==> config.mk <==
export PLATFORM = sky130hd
export DESIGN_NAME = pdga_front
export DESIGN_NICKNAME = d
export VERILOG_FILES = /design/src/rtl/pdga_pkg.sv /design/src/rtl/pdga_front.sv
export SDC_FILE = /design/constraint.sdc
export NUM_CORES = 1
export LEC_CHECK = 0
export ABC_AREA = 1
export BUFFER_PORTS_ARGS = -buffer_cell sky130_fd_sc_hd__buf_2
export CORE_AREA = 8 8 63 65
export DETAILED_ROUTE_END_ITERATION = 12
export DIE_AREA = 0 0 71 73
export GPL_TIMING_DRIVEN = 1
export PLACE_DENSITY = 0.92
export SLEW_MARGIN = 30
export SYNTH_ARGS = -nofsm -noshare
export SYNTH_HDL_FRONTEND = slang
export SYNTH_SLANG_ARGS = --single-unit
==> constraint.sdc <==
create_clock -name vclk -period 2.8
set_input_delay 0.28 -clock vclk [all_inputs]
set_output_delay 0.28 -clock vclk [all_outputs]
set_load 0.02 [all_outputs]
==> src/rtl/pdga_pkg.sv <==
// Package for the Poisson-disk grid acceptance engine.
// Holds request and status codes and the queue entry type; no dependencies.
package pdga_pkg;

  localparam int CoordW = 21;
  localparam int UCoordW = 20;
  localparam int FracBits = 8;

  typedef enum logic [1:0] {
    REQ_CLEAR = 2'd0,
    REQ_SEED  = 2'd1,
    REQ_TEST  = 2'd2,
    REQ_TEST3 = 2'd3
  } req_t;

  typedef enum logic [1:0] {
    ST_STORED  = 2'd0,
    ST_OUTSIDE = 2'd1,
    ST_CLOSE   = 2'd2,
    ST_CLEARED = 2'd3
  } status_t;

  localparam logic [2:0] REG_AREA_W    = 3'd0;
  localparam logic [2:0] REG_AREA_H    = 3'd1;
  localparam logic [2:0] REG_SPACING   = 3'd2;
  localparam logic [2:0] REG_CELL_SIZE = 3'd3;
  localparam logic [2:0] REG_GRID_COLS = 3'd4;
  localparam logic [2:0] REG_GRID_ROWS = 3'd5;

  // Classified item handed from the front part to the back part.
  typedef struct packed {
    logic [1:0]           kind;   // status_t code for immediate results, else ST_STORED
    logic                 imm;    // result is final, no grid work
    logic                 seed;
    logic [UCoordW-1:0]   ux;
    logic [UCoordW-1:0]   uy;
  } job_t;

endpackage

==> src/rtl/pdga_front.sv <==
// Front part: accepts items, range-checks them and classifies them.
// Depends on pdga_pkg.
module pdga_front (
  input  logic                   in_valid,
  output logic                   in_stall,
  input  logic [1:0]             req_type,
  input  logic signed [pdga_pkg::CoordW-1:0] cand_x,
  input  logic signed [pdga_pkg::CoordW-1:0] cand_y,
  input  logic [11:0]            area_width,
  input  logic [11:0]            area_height,
  output logic                   q_valid,
  input  logic                   q_full,
  output pdga_pkg::job_t         q_job
);
  import pdga_pkg::*;

  logic [UCoordW:0] lim_x, lim_y;
  logic outside;

  assign lim_x = {{(UCoordW+1-12){1'b0}}, area_width} << FracBits;
  assign lim_y = {{(UCoordW+1-12){1'b0}}, area_height} << FracBits;
  assign outside = cand_x[CoordW-1] || cand_y[CoordW-1] ||
                   ({1'b0, cand_x[UCoordW-1:0]} >= lim_x) ||
                   ({1'b0, cand_y[UCoordW-1:0]} >= lim_y);

  assign in_stall = q_full;
  assign q_valid  = in_valid && !q_full;

  always_comb begin
    q_job.ux   = cand_x[UCoordW-1:0];
    q_job.uy   = cand_y[UCoordW-1:0];
    q_job.seed = (req_type == REQ_SEED);
    q_job.imm  = 1'b1;
    q_job.kind = ST_STORED;
    if (req_type == REQ_CLEAR) begin
      q_job.kind = ST_CLEARED;
    end else if (outside) begin
      q_job.kind = ST_OUTSIDE;
    end else begin
      q_job.imm = 1'b0;
    end
  end
endmodule

### Word level (Yosys, flattened, before mapping)

Cells that the tools add are included.

| word-level totals | value |
|---|---|
| register bits | 0 |
| bits of input ports | 70 |
| output and inout port bits | 46 |
| logic and storage cells | 13 |

| operators by class | value |
|---|---|
| $lt $le $gt $ge | 2 |
| equal/unequal tests | 1 |
| mux-type cells | 4 |
| reductions and logical operators | 6 |

Operators with widths:

| kind | number |
|---|---|
| $ge 20x20->1 | 2 |
| $logic_or 1x1->1 | 3 |
| $mux 1 | 3 |
| $eq 2x1->1 const B | 1 |
| $logic_not 2->1 | 1 |
| $mux 2 | 1 |
| $logic_and 1x1->1 | 1 |
| $logic_not 1->1 | 1 |

### Depth between registers and ports, before layout

| logic depth | value |
|---|---|
| word-level depth | 5 |
| depth in mapped cells | 12 |
| gate-level depth less buffers | 11 |

### Worst setup path before layout

Ideal clock, no wire load.

| path | value |
|---|---|
| kind | input -> output |
| start | in area_width[11] |
| end | out q_job[42] (netlist bit) |
| arrival | 1.376 ns |
| required time | 2.520 ns |
| setup slack | 1.144 ns |
| stages | 11 |
| buffers on the path | 1 |
| path through | inv_1 ha_1 nand2_1 nand3_2 nor2_1 nand2_1 nor2_1 nand2_1 inv_1 nand2_1 buf_4 |

RTL lines:

| element | line | text |
|---|---|---|
| start, declared | pdga_front.sv:9 | `input logic [11:0] area_width,` |
| end, declared | pdga_front.sv:13 | `output pdga_pkg::job_t q_job` |

==> results.yml <==
run_status:
  status: "completed"
cells_and_area:
  antenna_cells: 0
  seq_area_um2: 0
  nFillCells: 334
  area_delta_synth_final_pct: 27.2
  flops_and_latches: 0
  nClkBuffers: 0
  drive_gt1_share_pct: 44.2
  postLayoutCellArea_um2: 1430
  final_nets: 363
sta:
  fin_crit_ns: 1.73
  finalSetupViolCount: 0
  rsz0062_at_grt: "false"
  tightest_slew_ns: 0.161
  tns_ns: 0
  drv_slew: 0
  hold_violations: 0
  relSlewSlack_pct: 89.2
  period_share_pct: 61.8
  clock.fmax_mhz: 578
worst_setup_path:
  start_kind: "input port"
  critPathArrivalTime_ns: 1.45
  path_class: "input port to primary output"
  crit_path_end: "q_job[42]"
  required_ns: 2.52
  crit_fanout: 3
  cp-startpoint: "cand_y[19]"
  worst_setup_path_end_kind: "primary output"
power_and_ir_drop:
  finalPower_uw: 223
  peakVddDrop_mv: 0.0742
  p_leak_uw: 0.00108
  p_per_area_nw_per_um2: 156
drt:
  routed_wl_mm: 3.10
  drtIter0Drc: 16
  drc_errors: 0
  avgViaCountPerCell: 4.17
  dr.pass1.iters: 4
  postRouteAntennaNets: 0
  route.detailed.wl_per_inst_um: 10.3
  vias: 1250
die:
  coreArea_um2: 2950
  initial_core_util_pct: 38.1
  die_w_um: 71
  fp-row-count: 20
  die_area_um2: 5180
  die_h_um: 73
  io-pin-count: 116
placed_design:
  port_buffers: 116
  dp_hpwl_mm: 3.05
  place_area_um2: 1430
  gp_congestion: 0.812
logic_synthesis:
  postSynthCellCount: 193
  netlist_area_um2: 1130
  syn-num-nets: 287
  synth_seq_area_share_pct: 0
  synth_warnings: 0
  syn_area_per_cell_um2: 5.83
  synth.distinct_cells: 13
min_path:
  min-delay-path-class: "input port to primary output"
global_routing:
  grt_pass1_vias: 1218
  grt_max_degree: 4
  grt_pass1_wl_mm: 4.97
  antenna_found_initial: 0
  grt_remaining_overflow: 0
  grt_use_total_pct: 10.9
clock_network:
  cts-hold-fix-buffers: 0
  cts_setup_buffers: 0
  cts_resized: 0
job:
  cap_viol_max_count: 0
per-stage QoR:
step / std cells / hold WS [ns] / worst slack [ns] / util (%)
final: 300 / 0.795 / 1.07 / 48.5
after floorplan: 193 / 0.640 / 1.14 / -
after global routing: 300 / 0.802 / 0.920 / 48.5
after detailed placement: 300 / 0.796 / 1.04 / 48.5
after CTS: 300 / 0.796 / 1.04 / 48.5
after global placement: 300 / 0.796 / 1.06 / 48.5
worst min-delay path by stage:
stage | start | endpoint | slack [ns] | cells past startpoint
after detailed placement | q_full | in_stall | 0.80 | 2
final | cand_y[1] | q_job[1] | 0.80 | 2
after floorplan | req_type[1] | q_job[40] | 0.64 | 1
after global routing | cand_x[1] | q_job[21] | 0.80 | 2
after CTS | q_full | in_stall | 0.80 | 2
after global placement | q_full | in_stall | 0.80 | 2
critical path, stage by stage:
cell and delay, ns:
buf_2 0.11, ha_1 0.33, nand3_1 0.10, nor2_1 0.05, nor2_1 0.09, nand2_1 0.07
nor2_1 0.09, nand2_1 0.05, inv_1 0.05, nand2_1 0.07, buf_2 0.16
placed cells by master (no fill, tap or decap):
cell type  count
nand2_2        1
inv_1         54
nand3_2        1
nand2_1       36
ha_1          24
nor2_1        19
nand3_1        6
nand4_1        1
nor3_1         1
a21o_1         1
buf_2        116
and2_0         1
a21oi_1        6
routing by layer:
metal | vias up | share of wire, % | global-route usage (%)
li1 | 674 | - | -
met1 | 518 | 37 | 10.8
met2 | 58 | 54 | 22.2
met3 | 0 | 9.4 | 3.57
met4 | 0 | 0 | 0
met5 | - | 0 | 0
cell type report:
| cell class | instances | area [um2] | area share [%] |
|---|---|---|---|
| Inverter | 54 | 203 | 14.1 |
| Tap cell | 33 | 41.3 | 2.88 |
| Timing Repair Buffer | 116 | 581 | 40.5 |
| Multi-Input combinational cell | 97 | 608 | 42.4 |
logic make-up (layout without fill, tap and decap cells):
kind of cell             after synthesis  after routing  synth area share, %
adder cells (fa/ha/maj)               24             24                 26.7
AND/OR/NAND/NOR                       66             66                 24.0
buffers and inverters                 96            170                 46.0
AO/OA/AOI/OAI                          7              7                 3.33
where the power goes:
part           switching [uW]  internal (uW)  total (uW)
registers                   0              0           0
logic                     127           96.1         223
clock network               0              0           0
cell usage after synthesis, drive strengths merged:
| master | instances | share of area (%) |
|---|---|---|
| inv | 54 | 18 |
| buf | 42 | 28 |
| nand2 | 37 | 13 |
| ha | 24 | 27 |
| nor2 | 19 | 6.3 |
| nand3 | 7 | 3.6 |
| a21oi | 6 | 2.7 |
| a21o | 1 | 0.67 |
| and2 | 1 | 0.56 |
| nand4 | 1 | 0.56 |
| nor3 | 1 | 0.44 |
No activity file was read; power rests on OpenSTA's default activity.
