$ cat src/rtl/pdga_pkg.sv
// Package for the Poisson-disk grid acceptance engine.
// Holds request and status codes and the queue entry type; no dependencies.
package pdga_pkg;

  localparam int CoordW = 21;
  localparam int UCoordW = 20;
  localparam int FracBits = 8;

  typedef enum logic [1:0] {
    REQ_CLEAR = 2'd0,
    REQ_SEED  = 2'd1,
    REQ_TEST  = 2'd2,
    REQ_TEST3 = 2'd3
  } req_t;

  typedef enum logic [1:0] {
    ST_STORED  = 2'd0,
    ST_OUTSIDE = 2'd1,
    ST_CLOSE   = 2'd2,
    ST_CLEARED = 2'd3
  } status_t;

  localparam logic [2:0] REG_AREA_W    = 3'd0;
  localparam logic [2:0] REG_AREA_H    = 3'd1;
  localparam logic [2:0] REG_SPACING   = 3'd2;
  localparam logic [2:0] REG_CELL_SIZE = 3'd3;
  localparam logic [2:0] REG_GRID_COLS = 3'd4;
  localparam logic [2:0] REG_GRID_ROWS = 3'd5;

  // Classified item handed from the front part to the back part.
  typedef struct packed {
    logic [1:0]           kind;   // status_t code for immediate results, else ST_STORED
    logic                 imm;    // result is final, no grid work
    logic                 seed;
    logic [UCoordW-1:0]   ux;
    logic [UCoordW-1:0]   uy;
  } job_t;

endpackage

$ cat src/rtl/pdga_queue.sv
// Two-entry queue between front and back parts.
// Depends on pdga_pkg.
module pdga_queue (
  input  logic           clk,
  input  logic           rst,
  input  logic           wr,
  input  pdga_pkg::job_t wdata,
  output logic           full,
  output logic           nempty,
  input  logic           rd,
  output pdga_pkg::job_t rdata
);
  import pdga_pkg::*;

  job_t       ent [2];
  logic       wp, rp;
  logic [1:0] cnt;

  assign full   = (cnt == 2'd2);
  assign nempty = (cnt != 2'd0);
  assign rdata  = ent[rp];

  always_ff @(posedge clk) begin
    if (wr) ent[wp] <= wdata;
    if (rst) begin
      wp <= 1'b0;
      rp <= 1'b0;
      cnt <= 2'd0;
    end else begin
      if (wr) wp <= ~wp;
      if (rd) rp <= ~rp;
      cnt <= cnt + {1'b0, wr} - {1'b0, rd};
    end
  end
endmodule

$ cat config.mk
export PLATFORM = sky130hd
export DESIGN_NAME = pdga_queue
export DESIGN_NICKNAME = d
export VERILOG_FILES = /design/src/rtl/pdga_pkg.sv /design/src/rtl/pdga_queue.sv
export SDC_FILE = /design/constraint.sdc
export NUM_CORES = 1
export LEC_CHECK = 0
export BUFFER_PORTS_ARGS = -buffer_cell sky130_fd_sc_hd__buf_2
export CAP_MARGIN = 0
export CELL_PAD_IN_SITES_DETAIL_PLACEMENT = 1
export CELL_PAD_IN_SITES_GLOBAL_PLACEMENT = 1
export CORE_MARGIN = 1
export CORE_UTILIZATION = 40
export CTS_CLUSTER_DIAMETER = 60
export CTS_CLUSTER_SIZE = 14
export DETAILED_ROUTE_END_ITERATION = 10
export PLACE_DENSITY_LB_ADDON = 0.2
export SKIP_LAST_GASP = 1
export SYNTH_ARGS = -nofsm -noshare
export SYNTH_HDL_FRONTEND = slang
export SYNTH_SLANG_ARGS = --single-unit
$ cat constraint.sdc
create_clock -name clk -period 3 [get_ports clk]
set_input_delay 0.6 -clock clk [delete_from_list [all_inputs] [get_ports clk]]
set_output_delay 0.6 -clock clk [all_outputs]
set_load 0.01 [all_outputs]
### After elaboration in Yosys (flattened, before gate mapping)

Memory sizes are Yosys's and may differ from the RTL's. A register that Yosys moved wholly into a read port is not among the register bits.
Index checks and enable logic that the tools add are counted.
W data, S select, Z words.

* div/mod/pow operators: 0
* shift-type cells: 0
* equal/unequal tests: 1
* add/sub/neg operators: 2
* order comparisons: 0
* muxes and demuxes: 4
* multiply operators: 0
* reductions and logical operators: 1
* bitwise gates (word level): 2

Operators by type and width (count)
* $mux W1: 4
* $add A2 B1 Y2: 1
* $eq A2 B2 Y1 const B: 1
* $not A1 Y1: 2
* $reduce_bool A2 Y1: 1
* $sub A2 B1 Y2: 1

* bits in writable memories: 88
* word-level logic and storage cells: 14
* bits in latches: 0
* memory bits (read-only): 0
* memories kept: 1
* input bits: 48
* output and inout bits: 46
* flip-flop bits (word level): 4

Memories
* ent: words 2, width 44, read ports 1, clocked after memory_dff 1, write ports 1, line pdga_queue.sv:15 `job_t ent [2];`

### Longest topological paths before layout

* depth in word-level cells: 3
* gate-level depth with buffers: 6
* depth with buffers taken out: 6

### Worst setup path before layout

No wires, ideal clock.

* path type: input to register
* start point: input port wr
* end point: memory ent[0][0] (netlist name) (enable)
* setup time: 0.451 ns
* required time: 2.549 ns
* buffers on the path: 0
* slack: -0.011 ns
* data arrival time: 2.560 ns
* cell stages on the path: 1
* cell sequence: nor2b_1

* word-level cells in the longest chain between the ends: 2

RTL lines
* start: declaration: line pdga_queue.sv:6 `input logic wr,`
* $mux W1: line pdga_queue.sv:24 `if (wr) ent[wp] <= wdata;`
* $mux W1 (implied by the code): line pdga_queue.sv:24
* end: declaration: line pdga_queue.sv:15

Every way passes these cells.

==> summary.txt <==
Die
  – Total die area: 9379 um^2
  – Horizontal die dimension: 96.85 um
  – Cell row count: 34
  – Initial standard-cell utilization of the core: 0.4126
  – Core ar.: 8721 um^2
  – Number of top-level pins: 94
  – Die H: 96.85 um

Routing
  – Count of antenna-violating nets left after detailed routing: 0
  – Via count: 1725
  – Ratio of routed vias to standard cells: 4.612
  – Number of remaining DRC errors: 0
  – Wire length per cell: 15.78 um
  – Detailed-route wire length: 5900 um
  – Number of search-and-repair iterations in the first detailed-routing pass: 3
  – Starting DRT DRC Count: 61

Synthesis
  – Synthesized net count: 208
  – Share of synthesized area occupied by flip-flops and latches: 0.7622
  – Avg Synthesized Cell Area: 22.78 um^2
  – Cells after Synth: 158
  – Cell variety after synth: 14
  – Synth warn: 0
  – Total of flip-flops plus latches after synthesis: 93
  – Cell area after technology mapping: 3598 um^2

Timing
  – Share of the cycle needed by the critical path after routing: 0.7358
  – Worst-Margin Slew: 0.6982 ns
  – RSZ-0062 raised after global routing: false
  – Worst clock skew: 0.006996 ns
  – Timing-limited maximum frequency: 453.0 MHz
  – Count of final max-slew check failures: 0
  – Final setup fails: 0
  – Worst slew margin relative to its limit: 0.5346
  – Hold Vio Cnt, Final: 0
  – Total Negative Setup Slacks: 0 ns
  – Post-route minimum period: 2.207 ns

Power
  – Pwr dens: 659.7 nW/um^2
  – Static Leak: 1.757 nW
  – Worst voltage drop across the vdd grid: 0.0002629 V

Cells and area
  – Count of nets after finishing: 311
  – Sequential Area: 2744 um^2
  – Leading cell type in the layout, fill and taps excluded: sky130_fd_sc_hd__buf_2
  – Number of filler instances in the final layout: 844
  – Area of combinational cells with multiple inputs: 765.7 um^2
  – Proportion of layout cells with a drive suffix above 1: 0.6053
  – Fin util: 0.5053
  – Synth-to-Final Area Change: 22.46%
  – Most frequent cells in the layout: sky130_fd_sc_hd__buf_2 (93), sky130_fd_sc_hd__edfxtp_1 (88), sky130_fd_sc_hd__mux2_4 (40)
  – N_diodes: 0

Clocking
  – Buffer levels on the longest clock path: 2
  – Sink count of the clock tree: 93
  – Number of gates given a new drive strength after cts: 0
  – Root buffer selected by CTS: sky130_fd_sc_hd__clkbuf_8
  – Number of H-tree levels: 3
  – CTS Hold Bufs: 0
  – Later-pin clock latency in the skew report: 0.36 ns
  – Cts bufs inserted: 9
  – CTS clk-pin slew, worst paths: 0.09 ns
  – Post-CTS setup buffer count: 0
  – Clock tree from TritonCTS: yes

Global routing
  – Antenna violations before repair: 0
  – Global route hottest layer: met2
  – First-pass GRT wire length: 9039 um
  – Met3 track demand over resource: 0.03179
  – Residual overflow from global routing: 0
  – Met1 usage in global routing: 0.1395
  – Pin count of the biggest net entering global routing: 45
  – Global-route usage over all layers: 0.1289
  – M2 GR Usage: 0.2270
  – Number of global-route vias before repair: 1850

Worst hold path
  – Min-delay worst type: in -> reg

Place
  – Final HPWL from detailed placement: 3899 um
  – Gp weighted congestion: 0.6484
  – Number of buffer cells added on primary ports: 93

Critical path
  – Cell breakdown of the critical path: buf_4 > mux2_2 > buf_2
  – Class of the most critical setup path: reg -> out
  – Cell at the slowest stage of the critical path: sky130_fd_sc_hd__buf_4
  – Category of the worst setup path launch point: flip-flop
  – Critical Path End Type: output port
  – Worst-path fanout max: 25
  – Data arrival time of the critical path: 1.61 ns
  – Required time of the critical path: 2.40 ns
  – Crit path largest cell delay: 0.39 ns

Status
  – Status: complete, no violations

Job
  – Number of maximum-capacitance constraint violations: 0
-- metal layers --
| metal | share of wire | vias up |
|---|---|---|
| met1 | 0.39 | 846 |
| met3 | 0.046 | 14 |
| met5 | 0 | - |
| met2 | 0.53 | 50 |
| met4 | 0.027 | 0 |
| li1 | - | 815 |
-- layout make-up --
type | count | share of cell area
Sequential cell | 93 | 0.6227
Multi-Input combinational cell | 58 | 0.1738
Timing Repair Buffer | 97 | 0.1153
Tap cell | 108 | 0.03066
Clock buffer | 9 | 0.02811
Clock inverter | 7 | 0.02783
Inverter | 2 | 0.001704
-- cells by family (layout without fill, tap and decap cells) --
logic type | count (synthesis) | count (layout) | share of synthesized area
buf+inv | 7 | 115 | 0.02747
mux | 44 | 44 | 0.1794
flops | 93 | 93 | 0.7622
xor+xnor | 3 | 3 | 0.01113
fa+ha+maj | 2 | 2 | 0.006953
simple gates | 9 | 9 | 0.01287
-- path summary, 6_finish.rpt --
path,depth (start not counted),endpoint,slack [ns],start
setup / recovery,3,rdata[2],0.79,flip-flop
hold reg to reg,2,rp,0.55,rp
setup reg to reg,2,ent[1][33],1.39,wp
hold / removal,1,ent[0][27],0.43,wdata[27]
-- registers in the layout, indices dropped and copies added (netlist names), named ones only --
signal / cells
ent: 88
wp: 1
cnt: 2
rp: 1
-- where the power goes --
part,internal (W),total (W),switching [W],leakage [nW]
clock network,0.000557,0.000992,0.000435,0.116
registers,0.00151,0.00154,0.0000246,0.868
logic,0.000202,0.000378,0.000176,0.773
total,0.00227,0.00291,0.000636,1.76
-- stage by stage --
step / cells / setup slack, ns / cell area, um^2 / power (W) / hold WS (ns)
2_1_floorplan: 158 / 0.8090 / 3601 / 0.001824 / 0.4799
3_3_place_gp: 358 / 1.073 / 4160 / 0.001944 / 0.4939
3_5_place_dp: 358 / 1.062 / 4160 / 0.001954 / 0.5308
4_1_cts: 374 / 0.7387 / 4407 / 0.002953 / 0.4028
5_1_grt: 374 / 0.7114 / 4407 / 0.003018 / 0.4111
6_report: 374 / 0.7925 / 4407 / 0.002907 / 0.4251
-- critical path, delay by kind of cell, from the launching register on --
kind / cells / cell delay, ns
DFF: 1 / 0.33
muxes: 1 / 0.39
buffers and inverters: 2 / 0.53
-- Yosys cell counts --
master,n,share of area
sky130_fd_sc_hd__and2_1,1,0.0017
sky130_fd_sc_hd__buf_12,4,0.022
sky130_fd_sc_hd__buf_6,1,0.0031
sky130_fd_sc_hd__dfxtp_1,5,0.028
sky130_fd_sc_hd__edfxtp_1,88,0.73
sky130_fd_sc_hd__ha_1,2,0.0070
sky130_fd_sc_hd__inv_1,2,0.0021
sky130_fd_sc_hd__mux2_2,4,0.013
sky130_fd_sc_hd__mux2_4,40,0.17
sky130_fd_sc_hd__nor2_1,4,0.0042
sky130_fd_sc_hd__nor2b_1,3,0.0052
sky130_fd_sc_hd__or2_2,1,0.0017
sky130_fd_sc_hd__xnor2_1,2,0.0049
sky130_fd_sc_hd__xnor3_1,1,0.0063
Note: power is estimated with default switching activity, not from simulation.
